## src/rmms_pkg.sv

```systemverilog
`default_nettype none
package rmms_pkg;

    localparam int GRADE_W    = 8;
    localparam int DEV_W      = 16;
    localparam int DIV_QW     = 30;
    localparam int DIV_IW     = 5;
    localparam int DEV_FRAC   = 16;
    localparam int DEV_SHIFT  = DIV_QW - DEV_FRAC;
    localparam int MUL_CW     = 4;

    typedef logic [GRADE_W-1:0] t_grade;
    typedef logic [DEV_W-1:0]   t_dev;
    typedef logic [DIV_QW-1:0]  t_quot;
    typedef logic [DIV_IW-1:0]  t_iter;

    localparam t_iter MEAN_ITERS = t_iter'(GRADE_W);
    localparam t_iter DEV_ITERS  = t_iter'(DIV_QW);
    localparam t_quot SQRT_TOP   = t_quot'(1) << (DIV_QW - 2);

endpackage
`default_nettype wire

```

## src/rmms_in_if.sv

```systemverilog
`default_nettype none
interface rmms_in_if;
    import rmms_pkg::*;

    logic   valid;
    logic   ready;
    t_grade grade;

    modport source (output valid, output grade, input ready);
    modport sink (input valid, input grade, output ready);
endinterface
`default_nettype wire

```

## src/rmms_out_if.sv

```systemverilog
`default_nettype none
interface rmms_out_if;
    import rmms_pkg::*;

    logic   valid;
    logic   ready;
    t_grade entry_count;
    t_grade lowest;
    t_grade highest;
    t_grade average;
    t_dev   deviation;
    logic   refused;

    modport source (output valid, output entry_count, output lowest, output highest,
                    output average, output deviation, output refused, input ready);
    modport sink (input valid, input entry_count, input lowest, input highest,
                  input average, input deviation, input refused, output ready);
endinterface
`default_nettype wire

```

## src/rmms_div.sv

```systemverilog
`default_nettype none
module rmms_div #(
    parameter int NW = 8
) (
    input  wire logic             i_clk,
    input  wire logic             i_rst_n,
    input  wire logic             i_start,
    input  wire logic [NW-1:0]    i_divisor,
    input  wire logic [NW-1:0]    i_rem_init,
    input  wire rmms_pkg::t_quot  i_bits,
    input  wire rmms_pkg::t_iter  i_iters,
    output logic                  o_done,
    output rmms_pkg::t_quot       o_quot,
    output logic [NW-1:0]         o_rem
);
    import rmms_pkg::*;

    logic [NW-1:0] r_rem;
    logic [NW-1:0] n_rem;
    t_quot         r_bits;
    t_quot         r_quot;
    t_iter         r_cnt;
    logic          r_busy;
    logic          r_done;
    logic [NW:0]   w_trial;
    logic [NW:0]   w_diff;
    logic          w_ge;

    always_comb begin
        w_trial = {r_rem, r_bits[DIV_QW-1]};
        w_diff  = w_trial - {1'b0, i_divisor};
        w_ge    = w_trial >= {1'b0, i_divisor};
        n_rem   = w_ge ? w_diff[NW-1:0] : w_trial[NW-1:0];
    end

    always_ff @(posedge i_clk) begin
        if (!i_rst_n) begin
            r_busy <= 1'b0;
            r_done <= 1'b0;
            r_cnt  <= '0;
        end else begin
            r_done <= 1'b0;
            if (i_start) begin
                r_busy <= 1'b1;
                r_cnt  <= i_iters;
            end else if (r_busy) begin
                r_cnt <= r_cnt - t_iter'(1);
                if (r_cnt == t_iter'(1)) begin
                    r_busy <= 1'b0;
                    r_done <= 1'b1;
                end
            end
        end
    end

    always_ff @(posedge i_clk) begin
        if (i_start) begin
            r_rem  <= i_rem_init;
            r_bits <= i_bits;
            r_quot <= '0;
        end else if (r_busy) begin
            r_rem  <= n_rem;
            r_bits <= r_bits << 1;
            r_quot <= {r_quot[DIV_QW-2:0], w_ge};
        end
    end

    assign o_done = r_done;
    assign o_quot = r_quot;
    assign o_rem  = r_rem;
endmodule
`default_nettype wire

```

## src/rmms_mul.sv

```systemverilog
`default_nettype none
module rmms_mul #(
    parameter int MW = 16,
    parameter int AW = 24
) (
    input  wire logic             i_clk,
    input  wire logic             i_rst_n,
    input  wire logic             i_start,
    input  wire logic [AW-1:0]    i_minuend,
    input  wire logic [MW-1:0]    i_mcand,
    input  wire rmms_pkg::t_grade i_mult,
    output logic                  o_done,
    output logic [AW-1:0]         o_diff
);
    import rmms_pkg::*;

    logic [AW-1:0]     r_acc;
    logic [AW-1:0]     r_mc;
    t_grade            r_m;
    logic [MUL_CW-1:0] r_cnt;
    logic              r_busy;
    logic              r_done;

    always_ff @(posedge i_clk) begin
        if (!i_rst_n) begin
            r_busy <= 1'b0;
            r_done <= 1'b0;
            r_cnt  <= '0;
        end else begin
            r_done <= 1'b0;
            if (i_start) begin
                r_busy <= 1'b1;
                r_cnt  <= MUL_CW'(GRADE_W);
            end else if (r_busy) begin
                r_cnt <= r_cnt - MUL_CW'(1);
                if (r_cnt == MUL_CW'(1)) begin
                    r_busy <= 1'b0;
                    r_done <= 1'b1;
                end
            end
        end
    end

    always_ff @(posedge i_clk) begin
        if (i_start) begin
            r_acc <= i_minuend;
            r_mc  <= AW'(i_mcand);
            r_m   <= i_mult;
        end else if (r_busy) begin
            if (r_m[0]) begin
                r_acc <= r_acc - r_mc;
            end
            r_mc <= r_mc << 1;
            r_m  <= r_m >> 1;
        end
    end

    assign o_done = r_done;
    assign o_diff = r_acc;
endmodule
`default_nettype wire

```

## src/rmms_sqrt.sv

```systemverilog
`default_nettype none
module rmms_sqrt (
    input  wire logic            i_clk,
    input  wire logic            i_rst_n,
    input  wire logic            i_start,
    input  wire rmms_pkg::t_quot i_radicand,
    output logic                 o_done,
    output rmms_pkg::t_dev       o_root
);
    import rmms_pkg::*;

    t_quot           r_x;
    t_quot           r_root;
    t_quot           r_bit;
    logic            r_busy;
    logic            r_done;
    logic [DIV_QW:0] w_sum;
    logic            w_ge;

    always_comb begin
        w_sum = {1'b0, r_root} + {1'b0, r_bit};
        w_ge  = {1'b0, r_x} >= w_sum;
    end

    always_ff @(posedge i_clk) begin
        if (!i_rst_n) begin
            r_busy <= 1'b0;
            r_done <= 1'b0;
        end else begin
            r_done <= 1'b0;
            if (i_start) begin
                r_busy <= 1'b1;
            end else if (r_busy && r_bit[0]) begin
                r_busy <= 1'b0;
                r_done <= 1'b1;
            end
        end
    end

    always_ff @(posedge i_clk) begin
        if (i_start) begin
            r_x    <= i_radicand;
            r_root <= '0;
            r_bit  <= SQRT_TOP;
        end else if (r_busy) begin
            if (w_ge) begin
                r_x    <= r_x - w_sum[DIV_QW-1:0];
                r_root <= (r_root >> 1) + r_bit;
            end else begin
                r_root <= r_root >> 1;
            end
            r_bit <= r_bit >> 2;
        end
    end

    assign o_done = r_done;
    assign o_root = r_root[DEV_W-1:0];
endmodule
`default_nettype wire

```

## src/running_min_max_mean_stddev_core.sv

```systemverilog
// Running grade statistics: count, minimum, maximum, truncated mean and the
// population standard deviation about that mean, UQ8.8, rounded down.
// i_in carries one grade per transaction; o_out carries one result per grade.
// A grade is taken only while the core is idle. After it, the core runs a
// shared restoring divider for the mean, a shift-and-subtract multiplier
// for the centered sum of squares, the same divider for the scaled
// variance and a bit-pair square root, then loads the result register.
// The core returns to idle in the cycle after that load, so it takes no
// new grade until the result for the last one is loaded.
// Once MAX_ENTRIES grades are held, further grades are refused and flagged,
// and the result reports the statistics already held.
// o_out holds its result until taken; a stalled receiver blocks only the
// loading of the following result, so one more grade can be in work.
// Reset clears all statistics to zero and drops any pending result.
`default_nettype none
module running_min_max_mean_stddev_core #(
    parameter int MAX_ENTRIES = 128
) (
    input  wire logic  i_clk,
    input  wire logic  i_rst_n,
    rmms_in_if.sink    i_in,
    rmms_out_if.source o_out
);
    import rmms_pkg::*;

    localparam int CW = $clog2(MAX_ENTRIES + 1);
    localparam int SW = CW + GRADE_W;
    localparam int QW = CW + 2 * GRADE_W;

    localparam logic [2:0] S_IDLE = 3'd0;
    localparam logic [2:0] S_PREP = 3'd1;
    localparam logic [2:0] S_MEAN = 3'd2;
    localparam logic [2:0] S_MUL  = 3'd3;
    localparam logic [2:0] S_DEV  = 3'd4;
    localparam logic [2:0] S_SQRT = 3'd5;
    localparam logic [2:0] S_OUT  = 3'd6;

    logic [2:0]    r_state;
    logic [2:0]    n_state;
    logic [CW-1:0] r_count;
    t_grade        r_min;
    t_grade        r_max;
    logic [SW-1:0] r_sum;
    logic [QW-1:0] r_sq;
    logic          r_refuse;
    t_grade        r_mean;
    t_dev          r_dev;
    logic          r_out_valid;
    t_grade        r_o_count;
    t_grade        r_o_min;
    t_grade        r_o_max;
    t_grade        r_o_mean;
    t_dev          r_o_dev;
    logic          r_o_refuse;

    logic                  w_accept;
    logic                  w_full;
    logic [2*GRADE_W-1:0]  w_gsq;
    logic                  w_load_out;

    logic          w_div_start;
    logic [CW-1:0] w_div_init;
    t_quot         w_div_bits;
    t_iter         w_div_iters;
    logic          w_div_done;
    t_quot         w_div_quot;
    logic [CW-1:0] w_div_rem;

    logic          w_mul_start;
    logic          w_mul_done;
    logic [QW-1:0] w_mul_diff;
    logic [SW-1:0] w_mcand;
    logic [QW-1:0] w_t_hi;

    logic          w_sqrt_start;
    logic          w_sqrt_done;
    t_dev          w_sqrt_root;

    assign w_accept   = i_in.valid && i_in.ready;
    assign w_full     = r_count >= CW'(MAX_ENTRIES);
    assign w_gsq      = {{GRADE_W{1'b0}}, i_in.grade} * {{GRADE_W{1'b0}}, i_in.grade};
    assign w_load_out = (r_state == S_OUT) && (!r_out_valid || o_out.ready);
    assign w_mcand    = r_sum + SW'(w_div_rem);
    assign w_t_hi     = w_mul_diff >> DEV_SHIFT;

    always_comb begin
        w_div_start  = 1'b0;
        w_mul_start  = 1'b0;
        w_sqrt_start = 1'b0;
        w_div_init   = r_sum[SW-1:GRADE_W];
        w_div_bits   = {r_sum[GRADE_W-1:0], {(DIV_QW-GRADE_W){1'b0}}};
        w_div_iters  = MEAN_ITERS;
        n_state      = r_state;
        unique case (r_state)
            S_IDLE: begin
                if (w_accept) begin
                    n_state = S_PREP;
                end
            end
            S_PREP: begin
                w_div_start = 1'b1;
                n_state     = S_MEAN;
            end
            S_MEAN: begin
                if (w_div_done) begin
                    w_mul_start = 1'b1;
                    n_state     = S_MUL;
                end
            end
            S_MUL: begin
                w_div_init  = w_t_hi[CW-1:0];
                w_div_bits  = {w_mul_diff[DEV_SHIFT-1:0], {DEV_FRAC{1'b0}}};
                w_div_iters = DEV_ITERS;
                if (w_mul_done) begin
                    w_div_start = 1'b1;
                    n_state     = S_DEV;
                end
            end
            S_DEV: begin
                if (w_div_done) begin
                    w_sqrt_start = 1'b1;
                    n_state      = S_SQRT;
                end
            end
            S_SQRT: begin
                if (w_sqrt_done) begin
                    n_state = S_OUT;
                end
            end
            S_OUT: begin
                if (w_load_out) begin
                    n_state = S_IDLE;
                end
            end
            default: begin
                n_state = S_IDLE;
            end
        endcase
    end

    always_ff @(posedge i_clk) begin
        if (!i_rst_n) begin
            r_state     <= S_IDLE;
            r_count     <= '0;
            r_min       <= '0;
            r_max       <= '0;
            r_sum       <= '0;
            r_sq        <= '0;
            r_refuse    <= 1'b0;
            r_out_valid <= 1'b0;
        end else begin
            r_state <= n_state;
            if (w_accept) begin
                r_refuse <= w_full;
                if (!w_full) begin
                    r_count <= r_count + CW'(1);
                    r_sum   <= r_sum + SW'(i_in.grade);
                    r_sq    <= r_sq + QW'(w_gsq);
                    if (r_count == '0) begin
                        r_min <= i_in.grade;
                        r_max <= i_in.grade;
                    end else begin
                        if (i_in.grade < r_min) begin
                            r_min <= i_in.grade;
                        end
                        if (i_in.grade > r_max) begin
                            r_max <= i_in.grade;
                        end
                    end
                end
            end
            if (w_load_out) begin
                r_out_valid <= 1'b1;
            end else if (o_out.ready) begin
                r_out_valid <= 1'b0;
            end
        end
    end

    always_ff @(posedge i_clk) begin
        if (r_state == S_MEAN && w_div_done) begin
            r_mean <= w_div_quot[GRADE_W-1:0];
        end
        if (w_sqrt_done) begin
            r_dev <= w_sqrt_root;
        end
        if (w_load_out) begin
            r_o_count  <= GRADE_W'(r_count);
            r_o_min    <= r_min;
            r_o_max    <= r_max;
            r_o_mean   <= r_mean;
            r_o_dev    <= r_dev;
            r_o_refuse <= r_refuse;
        end
    end

    rmms_div #(
        .NW(CW)
    ) u_div (
        .i_clk      (i_clk),
        .i_rst_n    (i_rst_n),
        .i_start    (w_div_start),
        .i_divisor  (r_count),
        .i_rem_init (w_div_init),
        .i_bits     (w_div_bits),
        .i_iters    (w_div_iters),
        .o_done     (w_div_done),
        .o_quot     (w_div_quot),
        .o_rem      (w_div_rem)
    );

    rmms_mul #(
        .MW(SW),
        .AW(QW)
    ) u_mul (
        .i_clk     (i_clk),
        .i_rst_n   (i_rst_n),
        .i_start   (w_mul_start),
        .i_minuend (r_sq),
        .i_mcand   (w_mcand),
        .i_mult    (w_div_quot[GRADE_W-1:0]),
        .o_done    (w_mul_done),
        .o_diff    (w_mul_diff)
    );

    rmms_sqrt u_sqrt (
        .i_clk      (i_clk),
        .i_rst_n    (i_rst_n),
        .i_start    (w_sqrt_start),
        .i_radicand (w_div_quot),
        .o_done     (w_sqrt_done),
        .o_root     (w_sqrt_root)
    );

    assign i_in.ready        = (r_state == S_IDLE);
    assign o_out.valid       = r_out_valid;
    assign o_out.entry_count = r_o_count;
    assign o_out.lowest      = r_o_min;
    assign o_out.highest     = r_o_max;
    assign o_out.average     = r_o_mean;
    assign o_out.deviation   = r_o_dev;
    assign o_out.refused     = r_o_refuse;
endmodule
`default_nettype wire

```

## src/flat_wrapper.sv

```systemverilog
// flat-port wrapper written by rule: the top's interface ports become plain ports
module running_min_max_mean_stddev_core_flat import rmms_pkg::*;
#(
    parameter int MAX_ENTRIES = 128
)
  (i_clk, i_rst_n, i_in_valid, i_in_grade, i_in_ready, o_out_valid, o_out_entry_count, o_out_lowest, o_out_highest, o_out_average, o_out_deviation, o_out_refused, o_out_ready);
  rmms_in_if i_in_i ();
  rmms_out_if o_out_i ();
  input  wire logic i_clk;
  input  wire logic i_rst_n;
  input wire logic [$bits(i_in_i.valid)-1:0] i_in_valid;
  input wire logic [$bits(i_in_i.grade)-1:0] i_in_grade;
  output wire logic [$bits(i_in_i.ready)-1:0] i_in_ready;
  output wire logic [$bits(o_out_i.valid)-1:0] o_out_valid;
  output wire logic [$bits(o_out_i.entry_count)-1:0] o_out_entry_count;
  output wire logic [$bits(o_out_i.lowest)-1:0] o_out_lowest;
  output wire logic [$bits(o_out_i.highest)-1:0] o_out_highest;
  output wire logic [$bits(o_out_i.average)-1:0] o_out_average;
  output wire logic [$bits(o_out_i.deviation)-1:0] o_out_deviation;
  output wire logic [$bits(o_out_i.refused)-1:0] o_out_refused;
  input wire logic [$bits(o_out_i.ready)-1:0] o_out_ready;
  assign i_in_i.valid = i_in_valid;
  assign i_in_i.grade = i_in_grade;
  assign i_in_ready = i_in_i.ready;
  assign o_out_valid = o_out_i.valid;
  assign o_out_entry_count = o_out_i.entry_count;
  assign o_out_lowest = o_out_i.lowest;
  assign o_out_highest = o_out_i.highest;
  assign o_out_average = o_out_i.average;
  assign o_out_deviation = o_out_i.deviation;
  assign o_out_refused = o_out_i.refused;
  assign o_out_i.ready = o_out_ready;
  running_min_max_mean_stddev_core #(.MAX_ENTRIES(MAX_ENTRIES)) u_core (.i_clk(i_clk), .i_rst_n(i_rst_n), .i_in(i_in_i), .o_out(o_out_i));
endmodule
```

## config.mk

```make
export PLATFORM = sky130hd
export DESIGN_NAME = running_min_max_mean_stddev_core_flat
export DESIGN_NICKNAME = d
export VERILOG_FILES = /design/src/rmms_pkg.sv /design/src/rmms_in_if.sv /design/src/rmms_out_if.sv /design/src/rmms_div.sv /design/src/rmms_mul.sv /design/src/rmms_sqrt.sv /design/src/running_min_max_mean_stddev_core.sv /design/src/flat_wrapper.sv
export SDC_FILE = /design/constraint.sdc
export NUM_CORES = 1
export LEC_CHECK = 0
export BUFFER_PORTS_ARGS = -buffer_cell sky130_fd_sc_hd__buf_2
export CORE_MARGIN = 4
export CORE_UTILIZATION = 40
export CTS_CLUSTER_DIAMETER = 60
export DETAILED_ROUTE_END_ITERATION = 10
export PLACE_DENSITY = 0.62
export SETUP_SLACK_MARGIN = 0.2
export SYNTH_ARGS = -nofsm -noshare
export SYNTH_HDL_FRONTEND = slang
export SYNTH_SLANG_ARGS = --single-unit
export TNS_END_PERCENT = 50
```

## constraint.sdc

```tcl
create_clock -name i_clk -period 8.2 [get_ports i_clk]
set_clock_uncertainty 0.15 [all_clocks]
set_input_delay 1.64 -clock i_clk [delete_from_list [all_inputs] [get_ports i_clk]]
set_output_delay 1.64 -clock i_clk [all_outputs]
set_load 0.05 [all_outputs]
```

==> Word level (Yosys, flattened, before mapping) <==
Cells that the tools add are included.
{ "word_totals": {"regBits": 356, "inputBits": 12, "out_inout_bits": 51, "wordCells": 149} }
{ "op_classes": {"add_sub_neg": 11, "multipliers": 1, "magnitude_cmp": 5, "n_eq_ne": 14, "n_mux": 52, "bitwise": 4, "reduce_logical": 27} }
{ "op_table": {"columns": ["cell", "count"], "rows": [
  ["2-to-1 mux 30 bit", 7],
  ["2-to-1 mux 8 bit", 10],
  ["2-to-1 mux 24 bit", 3],
  ["adder 16 x 8 -> 16 bit", 2],
  ["2-to-1 mux 16 bit", 2],
  ["adder 30 x 29 -> 31 bit", 1],
  ["greater-or-equal comparator 30 x 31 -> 1 bit", 1],
  ["adder 29 x 29 -> 30 bit", 1],
  ["subtractor 30 bit", 1],
  ["adder 24 x 16 -> 24 bit", 1],
  ["subtractor 24 bit", 1],
  ["one-hot mux 3 bit (7 select lines)", 1],
  ["2-to-1 mux 3 bit", 6],
  ["nonzero test 2 bit", 9],
  ["2-to-1 mux 1 bit", 17],
  ["multiplier 8 x 8 -> 16 bit", 1],
  ["2-to-1 mux 5 bit", 3],
  ["inequality test 2 bit, second input constant", 5],
  ["equality test 3 bit, second input constant", 3],
  ["greater-or-equal comparator 9 x 8 -> 1 bit", 1],
  ["adder 8 x 1 -> 8 bit, second input constant", 1],
  ["greater-or-equal comparator 8 bit, second input constant", 1],
  ["> comparator 8 bit", 1],
  ["logical NOT 8 bit", 1],
  ["other kinds (21)", 34]
]} }

==> Logic depth before layout (Yosys ltp) <==
Gate-level depths: netlist of the first run.
{ "depth": {"depth_word": 5, "mapped_depth": 21, "ltp_nobuf": 20} }

==> Cells and area by module <==
From an unflattened synthesis of the first run, not the netlist that was laid out.
{ "hier_totals": {"hier_cells": 2368, "hier_area_um2": 22701.8} }
{ "by_module_without_submodules": {"columns": ["mod", "n_inst", "cells_per_inst", "area_per_inst_um2", "seq_area_each_um2"], "rows": [
  ["running_min_max_mean_stddev_core", 1, 872, 8772.2, 3573.4],
  ["rmms_sqrt", 1, 770, 6478.7, 1841.8],
  ["rmms_mul", 1, 421, 3918.8, 1721.7],
  ["rmms_div", 1, 305, 3532.1, 1881.8]
]} }

==> Worst setup path before layout of the first run <==
OpenSTA, ideal clock, no wires.
{ "synth_path": {"path_kind": "flip-flop to flip-flop", "start": "register u_core.u_sqrt.r_root[2]", "end": "register u_core.u_sqrt.r_x[0] (enable)", "setup_ns": 0.459, "t_arrival_ns": 6.002, "required_ns": 7.591, "path_slack_ns": 1.590, "stages_incl_launch_ff": 20, "path_buffers": 2, "period_less_slack_ns": 6.610, "cell_sequence": "dfxtp_1 ha_1 a31oi_1 o21bai_1 a31oi_1 o21bai_1 nand3_1 nand2b_1 a31oi_1 xor2_1 ha_1 nand3_2 or4_1 nor4_2 a2111o_2 o211ai_2 a21bo_4 buf_6 buf_6 o21ai_0"} }
{ "synth_between": {"elab_chain_cells": 4} }
{ "synth_lines": {"columns": ["element", "line_no", "rtl"], "rows": [
  ["from (decl)", "rmms_sqrt.sv:13", "t_quot r_root;"],
  ["from (signal assigned)", "rmms_sqrt.sv:48", "r_root <= (r_root >> 1) + r_bit;"],
  ["from (signal assigned)", "rmms_sqrt.sv:50", "r_root <= r_root >> 1;"],
  ["adder 30 x 29 -> 31 bit", "rmms_sqrt.sv:21", "w_sum = {1'b0, r_root} + {1'b0, r_bit};"],
  ["greater-or-equal comparator 30 x 31 -> 1 bit", "rmms_sqrt.sv:22", "w_ge = {1'b0, r_x} >= w_sum;"],
  ["nonzero test 2 bit (no line)", null, null],
  ["AND reduction 2 bit (no line)", null, null],
  ["to (signal assigned)", "rmms_sqrt.sv:42", "r_x <= i_radicand;"],
  ["to (signal assigned)", "rmms_sqrt.sv:47", "r_x <= r_x - w_sum[DIV_QW-1:0];"],
  ["to (decl)", "rmms_sqrt.sv:12", "t_quot r_x;"]
]} }
No other way between the ends.
A chain may end at the register's enable or synchronous reset.

==> Final worst setup path of the first run <==
{ "layout_path": {"start": "input port i_in_grade[1]", "end": "register u_core.r_sq[20]"} }
{ "layout_between": {"elab_chain_cells": 2} }
{ "layout_lines": {"columns": ["element", "line_no", "rtl"], "rows": [
  ["from (decl)", "flat_wrapper.sv:12", "input wire logic [$bits(i_in_i.grade)-1:0] i_in_grade;"],
  ["multiplier 8 x 8 -> 16 bit", "running_min_max_mean_stddev_core.sv:81", "assign w_gsq = {{GRADE_W{1'b0}}, i_in.grade} * {{GRADE_W{1'b0}}, i_in.grade};"],
  ["adder 24 x 16 -> 24 bit", "running_min_max_mean_stddev_core.sv:158", "r_sq <= r_sq + QW'(w_gsq);"],
  ["to (signal assigned)", "running_min_max_mean_stddev_core.sv:158", null],
  ["to (decl)", "running_min_max_mean_stddev_core.sv:44", "logic [QW-1:0] r_sq;"]
]} }
No other way between the ends.

==> results of run 1 <==
[placed cells by master, fill, tap and decap left out, drive strengths merged, types with 14 or more instances in the layout]
cell,netlist,routed
a211oi,26,26
a21o,27,27
a21oi,169,169
a31oi,30,30
and2,19,19
and3,20,20
buf,12,76
clkbuf,72,50
clkinv,0,15
dfxtp,163,163
edfxtp,171,171
fa,42,42
ha,172,172
inv,173,178
mux2i,86,86
nand2,219,219
nand2b,23,23
nand3,45,45
nand4,17,17
nor2,213,213
nor2b,29,29
nor3,33,33
o21a,21,21
o21ai,134,134
o21bai,14,14
xnor2,83,83
xor2,54,54
[registers in the layout (all words and copies together) (netlist names), 14 cells and up]
name	cells
u_core.u_mul.r_mc	22
u_core.u_sqrt.r_x	30
u_core.r_dev	16
u_core.u_sqrt.r_root	30
u_core.o_out.deviation	16
u_core.r_sum	16
u_core.u_mul.o_diff	22
u_core.u_div.r_bits	14
u_core.r_sq	22
u_core.u_sqrt.r_bit	15
u_core.u_div.o_quot	30
[Yosys cell counts (5+ instances only)]
cell | n | area share
ha_1 | 172 | 0.10
o21bai_1 | 13 | 0.0047
a21oi_1 | 169 | 0.041
o21ai_0 | 131 | 0.032
mux2_2 | 6 | 0.0033
a31oi_1 | 30 | 0.0091
fa_1 | 42 | 0.041
nor3_1 | 32 | 0.0077
o211ai_1 | 9 | 0.0033
a21o_1 | 27 | 0.0098
xnor2_1 | 83 | 0.035
nor2_1 | 213 | 0.039
clkbuf_1 | 71 | 0.013
inv_1 | 172 | 0.031
a211oi_1 | 25 | 0.0091
o21a_1 | 21 | 0.0076
nor2b_1 | 29 | 0.0088
mux2i_1 | 86 | 0.042
a22o_1 | 7 | 0.0030
o31ai_1 | 11 | 0.0040
nand4_1 | 17 | 0.0051
edfxtp_1 | 171 | 0.25
xor2_1 | 54 | 0.023
nand2_1 | 218 | 0.040
and3_1 | 20 | 0.0060
nand2b_1 | 23 | 0.0070
dfxtp_1 | 163 | 0.16
and2_1 | 19 | 0.0057
or3_1 | 12 | 0.0036
a21boi_0 | 9 | 0.0033
a31o_2 | 5 | 0.0021
buf_1 | 6 | 0.0011
nand3_1 | 44 | 0.011
nor4_1 | 8 | 0.0024
[kinds of logic (layout without fill, tap and decap cells)]
family	Yosys count	after routing
AO/OA/AOI/OAI	504	504
XOR/XNOR	137	137
adder cells (fa/ha/maj)	214	214
buffers and inverters	257	325
flip-flops	334	334
multiplexers	92	92
AND/OR/NAND/NOR	662	662
[where the power goes]
group	switching [W]	internal, W
clock	0.000772	0.00113
sequential	0.000147	0.00189
combinational	0.000857	0.000654
[per-layer routing]
| layer | vias up | global-route usage |
|---|---|---|
| met2 | 314 | 0.2667 |
| met1 | 7631 | 0.2400 |
| met4 | 0 | 0.04752 |
| met3 | 74 | 0.02812 |
| li1 | 7822 | - |
| met5 | - | 0 |
[cell type report]
type                       count  area (µm²)
sequential                   334        8401
clock inverter                26       286.5
inverter                     173       649.4
tap                          680       850.8
fill                        4864       28210
timing repair buffer          76       415.4
multi-input combinational   1609       11330
clock buffer                  50        1164
[path summary, 6_finish.rpt]
check                           cells past startpoint                         to                    start  slack, ns
worst max-delay path                               21            u_core.r_sq[20]            i_in_grade[1]       2.16
worst min-delay path                                0  u_core.o_out.deviation[5]          u_core.r_dev[5]       0.26
worst max register to register                     18      u_core.u_sqrt.r_x[26]  u_core.u_sqrt.r_root[2]       2.46
worst min register to register                      0  u_core.o_out.deviation[5]          u_core.r_dev[5]       0.26
[metrics by stage]
step	std cells	cell area (µm²)	power, W	utilization	hold WS [ns]
CTS	2948	23090	0.005498	0.4501	0.2655
global route	2948	23090	0.005808	0.4501	0.2727
finish	2948	23090	0.005451	0.4501	0.2620
global placement	2872	21640	0.003532	0.4219	0.2520
detailed placement	2872	21640	0.003571	0.4219	0.2545
floorplan	2200	20700	0.003235	-	0.2503
==> run_results.csv, run 1 <==
group,metric,value,unit
synth,synth_compound_area_frac,0.1515,
critical_path,path_buf_inv,6,
timing,tightest_slew,1.081,ns
routing,route.met3.wl,2063,µm
clock_tree,cts_buffers,41,
global_routing,antenna_found_initial,0,
routing,first_pass_iters,5,
routing,drc_errors,0,
timing,fmax,165.7,MHz
synth,async_reset_ff_frac,0,
synth,synth_fp_nets,2426,
pwr,vdd_drop_max,0.1394,mV
routing,dr.max_layer_used,"met4",
synth,synth_edf_count,171,
synth,synth.area.mux_share,0.04486,
timing,hold_viol,0,
synth,synth_top_family_by_area,"compound AO/OA/AOI/OAI gates",
routing,wl_per_cell,16.34,µm
die,die_h,235.5,µm
pwr,leakagePower,9.452,nW
clock_tree,cts_max_path_buffers,3,
min_path,hp-class,"flip-flop to flip-flop",
synth,syn_inst,2200,
die,fp.dieW,235.5,µm
critical_path,worstSetupEndpointType,"flip-flop",
routing,via_count,15840,
clock_tree,cts_tree,"yes",
synth,synth-seq-cells,334,
clock_tree,clock-root-buffer,"clkbuf_16",
global_routing,grt_usage,0.1687,
timing,final_max_slew_viol_count,0,
critical_path,crit_required,8.46,ns
synth,ys_warn_count,0,
global_routing,grt_pass1_vias,15400,
routing,drt-total-wl,48180,µm
clock_tree,clkSlewWorstSetupHoldPaths,0.06,ns
clock_tree,clock_sinks,334,
layout,syn_to_final_growth,11.58,%
layout,n_antenna_cell,0,
layout,nets,2461,
synth,ys.flop_type,"edfxtp_1",
timing,grt_setup_unrepaired,"no",
synth,yosysSeqAreaShare,0.4058,
timing,period_share,0.7361,
critical_path,crit_top_cell,"inv_1",
routing,vias_per_cell,5.373,
routing,drtIter0Drc,991,
timing,setup-violations-final,0,
clock_tree,htreeDepth,2,
run,cap_violations,0,
global_routing,grt_pass1_wl,78650,µm
synth,synthAdderAreaFrac,0.1446,
critical_path,cp_max_fo,11,
synth,yosys.area_share.simple,0.1470,
synth,synth_cell_types,81,
placement,place.gp.congestion,0.8567,
die,core_area,51300,µm²
die,row_count,83,
timing,setup_ws,2.164,ns
routing,routed-wl-met2,21360,µm
placement,dp_slack,1.590,ns
routing,antenna_left,0,
timing,min_period,6.036,ns
timing,finalSetupTns,0,ns
global_routing,grt-ovfl-total,0,
pwr,power_density,236.1,nW/µm²
clock_tree,ctsResizeCount,0,
clock_tree,hold_buffers,0,
synth,syn_area_per_cell,9.407,µm²
clock_tree,clock_latency,0.57,ns
die,die_area,55440,µm²
critical_path,crit_type,"primary input to flip-flop",
placement,portBuffers,62,
global_routing,grt_max_degree,67,
critical_path,critPathTopFamily,"adder cells",
synth,synth-xor-area-share,0.05798,
layout,drive_above_1_share,0.08422,
timing,slew-limit-headroom,0.2796,
critical_path,cp.arrival,6.29,ns
routing,wl_met1,23600,µm
critical_path,crit_path_max_incr_delay,0.58,ns
synth,syn-cell-area,20700,µm²
clock_tree,cts_setup_buffers,0,
placement,dp_hpwl,34210,µm
die,initial_utilization,0.4034,
critical_path,crit_chain,"buf_2 > inv_1 > nor2_1 > inv_1 > fa_1 > fa_1 > inv_1 > ha_1 > inv_1 > fa_1 > inv_1 > ha_1 > a211oi_1 > o21bai_1 > a31oi_1 > o21ai_0 > a21oi_1 > o21ai_0 > nand2_1 > xor2_1 > nor2_1",
die,io-pin-count,63,
critical_path,cp_slowest_cell,"fa_1",
critical_path,start_kind,"primary input",
outcome,status,"complete, no violations",
Note: power is estimated with default switching activity, not from simulation.
==> inputs of run 2 (changes only) <==
Settings changed: PLACE_DENSITY 0.62 to 0.64.
Clock period 8.2 ns to 4.8 ns, I/O delays scaled along.
==> run 2 against run 1 <==
Compared with the run above:
- routed wire length increased by 4.6%
- non-clock buffer count increased by 147
- core utilization grew 3.6 points
- critical path depth fell by 2
- global-route usage rose by 0.58 points
- final cell count increased by 5.0%
- sequential cell count stayed put
- sequential power rose by 68%
- via count is 3.7% higher
- highest routed layer unchanged
- largest cell class unchanged
- clock-buffer cell count fell by 3
==> run_results.csv, run 2 (synthesis results as in run 1) <==
group,metric,value,unit
outcome,status,"complete, no violations",
pwr,p_total,0.009992,W
die,row_count,83,
timing,slew-limit-headroom,0.2393,
pwr,p_switching,0.003260,W
routing,drtIter0Drc,992,
placement,dp_slack,-0.6293,ns
layout,final_cell_mix,"nand2_1 (216), nor2_1 (203), edfxtp_1 (171)",
min_path,hp-start,"u_core.r_dev[3]",
critical_path,crit_required,4.92,ns
placement,portBuffers,62,
min_path,hp-class,"flip-flop to flip-flop",
timing,period_share,0.9878,
timing,setup_ws,0.05854,ns
routing,wl_met1,23030,µm
critical_path,ff2ff_path_depth,19,
routing,drc_errors,0,
pwr,internal_power,0.006732,W
die,die_h,235.5,µm
global_routing,grt_usage,0.1744,
pwr,power_frac_seq,0.344,
die,initial_utilization,0.4034,
clock_tree,cts_buffers,41,
pwr,leakagePower,10.29,nW
timing,tightest_slew,1.141,ns
critical_path,cp_max_fo,8,
critical_path,crit_end,"u_core.u_sqrt.r_x[13]",
routing,route.met3.wl,2385,µm
clock_tree,hold_buffers,0,
global_routing,grt_pass1_vias,16110,
run,cap_violations,0,
pwr,switching_share,0.3263,
critical_path,path_buf_inv,2,
global_routing,grt_max_degree,67,
critical_path,cp.arrival,4.86,ns
routing,first_pass_iters,5,
critical_path,cp-startpoint,"u_core.u_sqrt.r_bit[2]",
pwr,combPwrFrac,0.348,
clock_tree,clock-root-buffer,"clkbuf_16",
routing,antenna_left,0,
critical_path,crit_cells,19,
layout,syn_to_final_growth,20.48,%
timing,setup-violations-final,0,
layout,nets,2609,
timing,grt_setup_unrepaired,"yes",
layout,drive_above_1_share,0.1801,
placement,dp_hpwl,35850,µm
timing,min_period,4.741,ns
pwr,vdd_drop_max,0.3103,mV
clock_tree,cts_tree,"yes",
global_routing,grt_pass1_wl,81680,µm
layout,post-route-util,0.4860,
critical_path,crit_type,"flip-flop to flip-flop",
critical_path,critPathTopFamily,"compound AO/OA/AOI/OAI gates",
layout,final_cells,3095,
critical_path,rr_endpoint,"u_core.u_sqrt.r_x[13]",
critical_path,worstSetupEndpointType,"flip-flop",
clock_tree,clkSlewWorstSetupHoldPaths,0.06,ns
routing,drt-total-wl,50420,µm
timing,hold_viol,0,
global_routing,grt-ovfl-total,0,
placement,place.gp.congestion,0.8761,
timing,finalSetupTns,0,ns
routing,via_count,16430,
timing,fmax,210.9,MHz
routing,vias_per_cell,5.308,
die,die_area,55440,µm²
die,fp.dieW,235.5,µm
routing,wl_per_cell,16.29,µm
clock_tree,clock_sinks,334,
routing,routed-wl-met2,24020,µm
clock_tree,htreeDepth,2,
clock_tree,cts_max_path_buffers,3,
pwr,pwr-share-clk,0.308,
critical_path,crit_chain,"ha_4 > a31oi_4 > o21bai_4 > a31oi_4 > o21bai_4 > nand3_4 > a21oi_2 > nor2_1 > xor2_1 > ha_1 > nand4_1 > or4_4 > nor4_4 > a2111o_2 > o211ai_4 > a21bo_4 > o21ai_4 > buf_6 > buf_12",
placement,dp.cells,2987,
pwr,power_density,400.7,nW/µm²
critical_path,rrSetupSlack,0.06,ns
layout,n_antenna_cell,0,
critical_path,cp_slowest_cell,"or4_4",
routing,dr.max_layer_used,"met4",
global_routing,antenna_found_initial,1,
die,core_area,51300,µm²
critical_path,crit_path_max_incr_delay,0.57,ns
layout,layout_commonest_cell,"nand2_1",
clock_tree,clock_latency,0.56,ns
critical_path,start_kind,"flip-flop",
critical_path,r2r-start,"u_core.u_sqrt.r_bit[2]",
die,io-pin-count,63,
timing,final_max_slew_viol_count,0,
run 2: metal layers:
metal	vias up	GRT usage
met4	0	0.04485
met1	7905	0.2355
li1	8117	-
met5	-	0
met2	333	0.2960
met3	73	0.02472
run 2: final cells by class:
type | instances | area, µm²
Inverter | 173 | 651.9
Multi-Input combinational cell | 1610 | 11970
Timing Repair Buffer | 223 | 1713
Tap cell | 680 | 850.8
Clock buffer | 47 | 1069
Sequential cell | 334 | 8408
Fill cell | 4774 | 26370
Clock inverter | 28 | 270.3
run 2: worst min path at each step:
stage | endpoint | cells after the start
floorplan | u_core.o_out.average[0] | 0
global placement | u_core.o_out.deviation[10] | 0
detailed placement | u_core.o_out.deviation[8] | 0
CTS | u_core.o_out.deviation[8] | 0
global route | u_core.o_out.deviation[8] | 0
finish | u_core.o_out.deviation[3] | 0
run 2: repair_timing:
action / 4_1_cts / 5_1_grt
endpoints found under the setup margin: 68 / 76
setup buffers: 10 / 18
pin swaps: 16 / 87
resized for setup: 32 / 113
gates cloned: 1 / 4
run 2: worst reg2reg max path: cells and delay by family (launching register included):
kind / cells / cell delay (ns)
compound gates: 9 / 1.58
buf+inv: 2 / 0.28
fa+ha+maj: 2 / 0.67
flops: 1 / 0.35
xor+xnor: 1 / 0.16
simple gates: 5 / 1.26
run 2: power groups by stage:
stage	Sequential [W]	Clock, W	Combinational, W
finish	0.00343	0.00308	0.00348
detailed placement	0.00349	0	0.00304
CTS	0.00343	0.00315	0.00324
global placement	0.00348	0	0.00296
global route	0.00346	0.00326	0.00391
floorplan	0.00342	0	0.00225
run 2: stage by stage:
step	hold slack, ns	area, µm²
6_report	0.2675	24940
3_3_place_gp	0.2545	22670
5_1_grt	0.2743	24940
3_5_place_dp	0.2545	22670
4_1_cts	0.2671	24230
2_1_floorplan	0.2503	20860
